File: config.mk
export PLATFORM = sky130hd
export DESIGN_NAME = gonx_ctrl
export DESIGN_NICKNAME = d
export VERILOG_FILES = /design/src/hdl/gonx_pkg.sv /design/src/hdl/gonx_ctrl.sv
export VERILOG_INCLUDE_DIRS = /design/src /design/src/hdl
export SDC_FILE = /design/constraint.sdc
export NUM_CORES = 1
export LEC_CHECK = 0
export BUFFER_PORTS_ARGS = -buffer_cell sky130_fd_sc_hd__buf_2
export CORE_AREA = 4 4 41 43
export CTS_CLUSTER_SIZE = 28
export DETAILED_ROUTE_END_ITERATION = 12
export DIE_AREA = 0 0 45 47
export PLACE_DENSITY = 0.73
export SYNTH_ARGS = -nofsm -noshare
export SYNTH_HDL_FRONTEND = slang
export SYNTH_SLANG_ARGS = --single-unit
File: constraint.sdc
create_clock -name clk_i -period 1.3 [get_ports clk_i]
set_input_delay 0.065 -clock clk_i [delete_from_list [all_inputs] [get_ports clk_i]]
set_output_delay 0.065 -clock clk_i [all_outputs]
set_load 0.005 [all_outputs]
File: src/hdl/grid_occupancy_neighbor_expand_top_defines.svh
// Assertion helpers shared by the occupancy grid modules.
`ifndef GRID_OCCUPANCY_NEIGHBOR_EXPAND_TOP_DEFINES_SVH
`define GRID_OCCUPANCY_NEIGHBOR_EXPAND_TOP_DEFINES_SVH

// Same-cycle implication.
`define GONX_ASSERT_NOW(lbl, clk, rstn, ante, cons, msg) \
  lbl: assert property (@(posedge clk) disable iff (!rstn) (ante) |-> (cons)) else $error(msg);

// Next-cycle implication.
`define GONX_ASSERT_NXT(lbl, clk, rstn, ante, cons, msg) \
  lbl: assert property (@(posedge clk) disable iff (!rstn) (ante) |=> (cons)) else $error(msg);

`endif

File: src/hdl/gonx_pkg.sv
package gonx_pkg;

  localparam int COORD_W = 10;  // input / result coordinate width
  localparam int NB_W    = 11;  // coordinate plus one step
  localparam int CFG_W   = 9;   // grid size register width
  localparam int CMD_W   = 2;
  localparam int DIR_W   = 3;

  localparam logic [CMD_W-1:0] CMD_SET    = 2'd0;
  localparam logic [CMD_W-1:0] CMD_CLEAR  = 2'd1;
  localparam logic [CMD_W-1:0] CMD_QUERY  = 2'd2;
  localparam logic [CMD_W-1:0] CMD_EXPAND = 2'd3;

  localparam logic REG_GRID_WIDTH  = 1'b0;
  localparam logic REG_GRID_HEIGHT = 1'b1;

  localparam logic [DIR_W-1:0] DIR_LAST_4 = 3'd3;
  localparam logic [DIR_W-1:0] DIR_LAST_8 = 3'd7;

  // Controller -> datapath commands
  typedef struct packed {
    logic             clr;     // clearing sweep write
    logic             ld;      // latch transaction
    logic             rd;      // map read into stage
    logic             wr;      // set/clear write at center
    logic             center;  // zero offset instead of direction
    logic [DIR_W-1:0] dir;
    logic             ack;     // emit set/clear acknowledge
    logic             qresp;   // emit query answer
    logic             eval;    // fold stage into pending neighbor
    logic             fin;     // emit last expand result
  } ctrl_cmd_t;

  // Datapath -> controller status
  typedef struct packed {
    logic [CMD_W-1:0] cmd;
    logic             diag;
    logic             clr_last;
  } dp_status_t;

  // Offset order: N S E W, then diagonals.
  function automatic logic signed [1:0] step_dx(input logic [DIR_W-1:0] d);
    case (d)
      3'd0, 3'd1: step_dx = 2'sd0;
      3'd2, 3'd4, 3'd5: step_dx = 2'sd1;
      default: step_dx = -2'sd1;
    endcase
  endfunction

  function automatic logic signed [1:0] step_dy(input logic [DIR_W-1:0] d);
    case (d)
      3'd0, 3'd4, 3'd6: step_dy = 2'sd1;
      3'd2, 3'd3: step_dy = 2'sd0;
      default: step_dy = -2'sd1;
    endcase
  endfunction

endpackage

File: src/hdl/gonx_ctrl.sv
`include "grid_occupancy_neighbor_expand_top_defines.svh"

module gonx_ctrl (
  input  logic                   clk_i,
  input  logic                   rst_ni,
  input  logic                   start,
  output logic                   busy,
  input  gonx_pkg::dp_status_t   status_i,
  output gonx_pkg::ctrl_cmd_t    cmd_o
);
  import gonx_pkg::*;

  localparam logic [2:0] S_CLEAR = 3'd0;
  localparam logic [2:0] S_IDLE  = 3'd1;
  localparam logic [2:0] S_DISP  = 3'd2;
  localparam logic [2:0] S_SCAN  = 3'd3;
  localparam logic [2:0] S_FLUSH = 3'd4;
  localparam logic [2:0] S_FIN   = 3'd5;
  localparam logic [2:0] S_QRESP = 3'd6;

  logic [2:0]       state_q, state_d;
  logic [DIR_W-1:0] dir_q, dir_d;
  logic [DIR_W-1:0] last_dir;

  assign last_dir = status_i.diag ? DIR_LAST_8 : DIR_LAST_4;
  assign busy     = (state_q != S_IDLE);

  always_comb begin
    state_d = state_q;
    dir_d   = dir_q;
    cmd_o   = '0;
    case (state_q)
      S_CLEAR: begin
        cmd_o.clr = 1'b1;
        if (status_i.clr_last) state_d = S_IDLE;
      end
      S_IDLE: begin
        if (start) begin
          cmd_o.ld = 1'b1;
          state_d  = S_DISP;
        end
      end
      S_DISP: begin
        case (status_i.cmd)
          CMD_SET, CMD_CLEAR: begin
            cmd_o.wr     = 1'b1;
            cmd_o.center = 1'b1;
            cmd_o.ack    = 1'b1;
            state_d      = S_IDLE;
          end
          CMD_QUERY: begin
            cmd_o.rd     = 1'b1;
            cmd_o.center = 1'b1;
            state_d      = S_QRESP;
          end
          default: begin
            cmd_o.rd  = 1'b1;
            cmd_o.dir = '0;
            dir_d     = DIR_W'(1);
            state_d   = S_SCAN;
          end
        endcase
      end
      S_SCAN: begin
        cmd_o.rd   = 1'b1;
        cmd_o.dir  = dir_q;
        cmd_o.eval = 1'b1;
        dir_d      = dir_q + DIR_W'(1);
        if (dir_q == last_dir) state_d = S_FLUSH;
      end
      S_FLUSH: begin
        cmd_o.eval = 1'b1;
        state_d    = S_FIN;
      end
      S_FIN: begin
        cmd_o.fin = 1'b1;
        state_d   = S_IDLE;
      end
      S_QRESP: begin
        cmd_o.qresp = 1'b1;
        state_d     = S_IDLE;
      end
      default: state_d = S_CLEAR;
    endcase
  end

  always_ff @(posedge clk_i or negedge rst_ni) begin
    if (!rst_ni) begin
      state_q <= S_CLEAR;
      dir_q   <= '0;
    end else begin
      state_q <= state_d;
      dir_q   <= dir_d;
    end
  end

  `GONX_ASSERT_NXT(a_accept_busy, clk_i, rst_ni, start && !busy, busy,
                   "accepted transaction did not raise busy")
  `GONX_ASSERT_NXT(a_fin_idle, clk_i, rst_ni, cmd_o.fin, !busy,
                   "controller not idle after final result")
  `GONX_ASSERT_NOW(a_one_port, clk_i, rst_ni, 1'b1, $onehot0({cmd_o.clr, cmd_o.rd, cmd_o.wr}),
                   "more than one map access in a cycle")

endmodule

======== Yosys cells after proc, flatten, opt, wreduce, memory -nomap -nowiden ========
Cells that the tools add are included.
Widths: inputs -> output; s select.
word-level totals
  flip-flop bits (word level) ............. 6
  input port bits ......................... 7
  output and inout port bits .............. 13
  word-level logic and storage cells ...... 47
cells by class
  add/subtract/negate cells ............... 1
  equal/unequal tests ..................... 14
  mux-type cells .......................... 21
  reduce and logical (&&, ||, !) cells .... 9
operator list
  operator             number
  $mux 3               6
  $pmux 3 s6           1
  $pmux 3 s2           2
  $mux 1               10
  $eq 3x3->1 const B   3
  $ne 2x2->1 const B   4
  $eq 3x2->1 const B   2
  $reduce_or 2->1      3
  $add 3x1->3 const B  1
  $eq 3x1->1 const B   1
  $eq 3x3->1           1
  $logic_not 3->1      1
  $ne 3x1->1 const B   1
  $reduce_and 3->1     1
  $reduce_or 3->1      1
  $eq 2x1->1 const B   1
  $eq 2x2->1 const B   1
  $logic_not 2->1      1
  $mux 2               1
  $pmux 1 s2           1
  $reduce_and 2->1     1
  $reduce_bool 2->1    1

======== Depth between registers and ports, before layout ========
  word-level depth ........................ 4
  gate-level depth with buffers ........... 4
  mapped depth without buffers ............ 4

======== Worst setup path before layout ========
OpenSTA, ideal clock, no wires.
  kind .................................... reg-to-output
  start point ............................. reg state_q[0]
  end point ............................... out cmd_o[8] in the netlist's numbering
  arrival ................................. 1.033 ns
  data required time ...................... 1.235 ns
  slack ................................... 0.202 ns
  stages on the path, launching flop included .. 4
  path buffers ............................ 2
  cells stage by stage .................... dfrtp_1 buf_4 nor3_1 buf_4
RTL lines
  item                    line             source
  start, declared         gonx_ctrl.sv:21  logic [2:0] state_q, state_d;
  start signal, assigned  gonx_ctrl.sv:92  state_q <= state_d;
  end, declared           gonx_ctrl.sv:9   output gonx_pkg::ctrl_cmd_t cmd_o

==> metrics.log <==
INFO  metric cp_top_family = flip-flops
INFO  metric critical_path.endpoint_type = output port
INFO  metric routed_wirelength = around 1300 um
INFO  metric final_number_of_hold_violating_endpoints = 0
INFO  metric actual_transition_at_the_worst_max_transition_pin = between 0.2 and 0.25 ns
INFO  metric wire_per_inst = 13.4 um
INFO  metric ctsRootBufferMaster = sky130_fd_sc_hd__clkbuf_4
INFO  metric dr_total_vias = 478
INFO  metric synthesis.instances = 52
INFO  metric slew_headroom = between 80% and 90%
INFO  metric max-cap-violations = 0
INFO  metric vdd_drop_max = 1.37 mV
INFO  metric critical_path.startpoint_type = register
INFO  metric fin_crit = 1.28 ns
INFO  metric floorplan_die_area = 0.00212 mm^2
INFO  metric grt_most_used_layer = met2
INFO  metric fp.coreArea = 0.00130 mm^2
INFO  metric gp_congestion = 0.729
INFO  metric drt.antenna.violating_nets = 0
INFO  metric first_global_vias = around 480
INFO  metric insertion_delay = approximately 0.24 ns
INFO  metric boundaryPins = 20
INFO  metric post_drt_via_cell_ratio = ~5
INFO  metric critical_path.max_stage_delay = 0.44 ns
INFO  metric clk_transition_reported_paths = 0.04 ns
INFO  metric synth_fp_nets = 60
INFO  metric grt_pass1_wl = 2030 um
INFO  metric largest_net_degree_at_the_start_of_global_routing = 8
INFO  metric cp_max_fo = 5
INFO  metric m3_gr_usage = about 4.6%
INFO  metric setup.worst_path.class = reg -> out
INFO  metric synthesis.area_per_instance = 9.22 um^2
INFO  metric cts.path.max_buffers = 2
INFO  metric gr-usage-met1 = roughly 15%
INFO  metric grt_use_total = 13.3%
INFO  metric cellPowerDensity = about 2300 mW/mm^2
INFO  metric synth_area = 479 um^2
INFO  metric cts.sinks = 6
INFO  metric grt_antenna_before_repair = 0
INFO  metric numPortBuffers = 19
INFO  metric grt_util_met2 = 23.2%
INFO  metric path_category_of_the_worst_min_delay_check = in -> reg
INFO  metric unrepaired_setup_endpoints_after_global_routing = true
INFO  metric cts_tree = built
INFO  metric setup_viol_count_final = 0
INFO  metric max_freq = 781 MHz
INFO  metric first_pass_iters = 2
INFO  metric post-dp-hpwl = 836 um
INFO  metric synth_sequential_area_ratio = 31.3%
INFO  metric h-tree-depth = 1
INFO  metric synth-seq-cells = 6
INFO  metric yosysWarningCount = 0
INFO  metric crit_chain = or2b_4 -> nor3_4 -> buf_2
INFO  metric dp_worst_setup_slack = 0.0972 ns
INFO  metric period_share = between 90 and 100%
INFO  metric fin_worst_skew = 0.00556 ns
INFO  metric required_time_worst_endpoint = between 1 and 1.5 ns
INFO  metric dieWidth = approximately 45 um
INFO  metric route.detailed.drc = 0
INFO  metric effective_utilization_at_floorplan = 36.8%
INFO  metric power.leakage = 0.000387 uW
INFO  metric fp.dieH = 47 um
INFO  metric timing.critical_path.slowest_stage_cell = sky130_fd_sc_hd__dfrtp_2
INFO  metric num_rows = 13
INFO  metric drt-initial-drc-count = 9
INFO  metric worst_slack = 0.0188 ns
INFO  metric num_antenna_cells = 0
INFO  metric areaGrowthSynthToFinish = 45.4%
INFO  metric yosysUniqueCellTypes = 26
INFO  metric worst_ep_arrival_time = about 1.2 ns
INFO  metric globalRouteOverflowTotal = 0
INFO  metric slew_violations = 0
INFO  metric result_of_the_run = finished clean
INFO  metric path_buf_inv = 1
INFO  metric layout.nets = ~90
INFO  metric cts_made_buffers = 3
INFO  metric power.total = 1590 uW
INFO  metric drive_gt1_share = about three fifths
## stage by stage
step           instance area [um^2]  hold WS [ns]  cells  setup TNS, ns  utilization, %
2_1_floorplan                   479        -0.231     52              0               -
3_5_place_dp                    578        -0.105     84              0            44.4
3_3_place_gp                    578        -0.104     84              0            44.4
6_report                        697         0.107     96              0            53.6
4_1_cts                         671        0.0961     95        -0.0151            51.5
5_1_grt                         697         0.139     96         -0.119            53.6
## worst reg2reg max path: cells and delay by family, from the launching register on
| kind | cells | cell delay, ns |
|---|---|---|
| buffers and inverters | 1 | 0.13 |
| AO/OA/AOI/OAI | 2 | 0.27 |
| flip-flops | 1 | 0.44 |
| AND/OR/NAND/NOR | 1 | 0.29 |
## routing by layer
layer / vias up / wire length [um]
met3: 2 / 82
met2: 11 / 638
met1: 226 / 560
li1: 239 / -
met5: - / 0
met4: 0 / 6
## cells in the final DEF (no fill, tap or decap), types with 2 or more instances in the layout
cell type                  Yosys  layout
sky130_fd_sc_hd__buf_2         0      19
sky130_fd_sc_hd__buf_4         4      10
sky130_fd_sc_hd__nor2_1        5       5
sky130_fd_sc_hd__dfrtp_1       6       4
sky130_fd_sc_hd__and3_2        3       3
sky130_fd_sc_hd__nand2b_1      3       3
sky130_fd_sc_hd__nand2_1       3       3
sky130_fd_sc_hd__clkbuf_4      0       3
sky130_fd_sc_hd__nor2b_4       1       2
sky130_fd_sc_hd__and2_1        2       2
sky130_fd_sc_hd__and3b_1       2       2
sky130_fd_sc_hd__o21ai_1       2       2
sky130_fd_sc_hd__o21ai_0       2       2
sky130_fd_sc_hd__a21oi_1       2       2
sky130_fd_sc_hd__a21oi_2       2       2
sky130_fd_sc_hd__dfrtp_2       0       2
## state kept, by name (all words and copies together), names as in the netlist
| register | cells |
|---|---|
| state_q | 3 |
| dir_q | 3 |
## power by group
group          internal (uW)  total [uW]  switching [uW]
Sequential               278         380             102
Clock                    104         168            64.1
Combinational            571        1050             475
Total                    953        1590             641
## cell usage after synthesis (all sizes together)
library cell  n  share of area (%)
and3          3                4.7
nand2b        3                3.9
o21bai        1                2.3
and2          2                2.6
buf           4                6.3
and3b         2                3.7
nand2         4                3.7
dfrtp         6                 31
a32o          1                2.1
nor3          2                2.1
nor2          5                3.9
nor2b         2                4.2
a21oi         4                5.7
a21o          1                1.6
nand3b        1                4.2
a22o          1                2.1
or2b          1                1.6
xnor2         1                1.8
o21ai         4                4.2
ha            1                2.6
and2b         2                3.1
o32a          1                2.3
## path summary, 6_finish.rpt
check	from	to	slack [ns]	cells after the start
worst max-delay path	state_q[2]	cmd_o[8]	0.02	3
worst min-delay path	start	state_q[1]	0.11	3
worst max register to register	state_q[2]	dir_q[2]	0.11	4
worst min register to register	dir_q[0]	dir_q[0]	0.53	1
max in group asynchronous	rst_ni	state_q[0]	0.96	2
min in group asynchronous	rst_ni	dir_q[1]	0.17	2
## cell families after synthesis
kind of cell | after synthesis | share of synthesized area, %
AOI/OAI and AO/OA | 13 | 20.4
xor gates and xnor gates | 1 | 1.83
adders and majority gates | 1 | 2.61
buffers and inverters | 4 | 6.27
DFF | 6 | 31.3
and+or+nand+nor | 27 | 37.6
## cell type report
cell class	count	area [um^2]
Timing Repair Buffer	30	180
Clock buffer	3	22.5
Fill cell	132	604
Sequential cell	6	153
Multi-Input combinational cell	42	323
Tap cell	15	18.8
## repair_timing
action | in CTS | in global routing
buffers inserted | 7 | 1
setup endpoints to repair | 11 | 6
hold buffers | 1 | 0
resized for setup | 3 | 5
hold endpoints to repair | 6 | 0
Note: power is estimated with default switching activity, not from simulation.
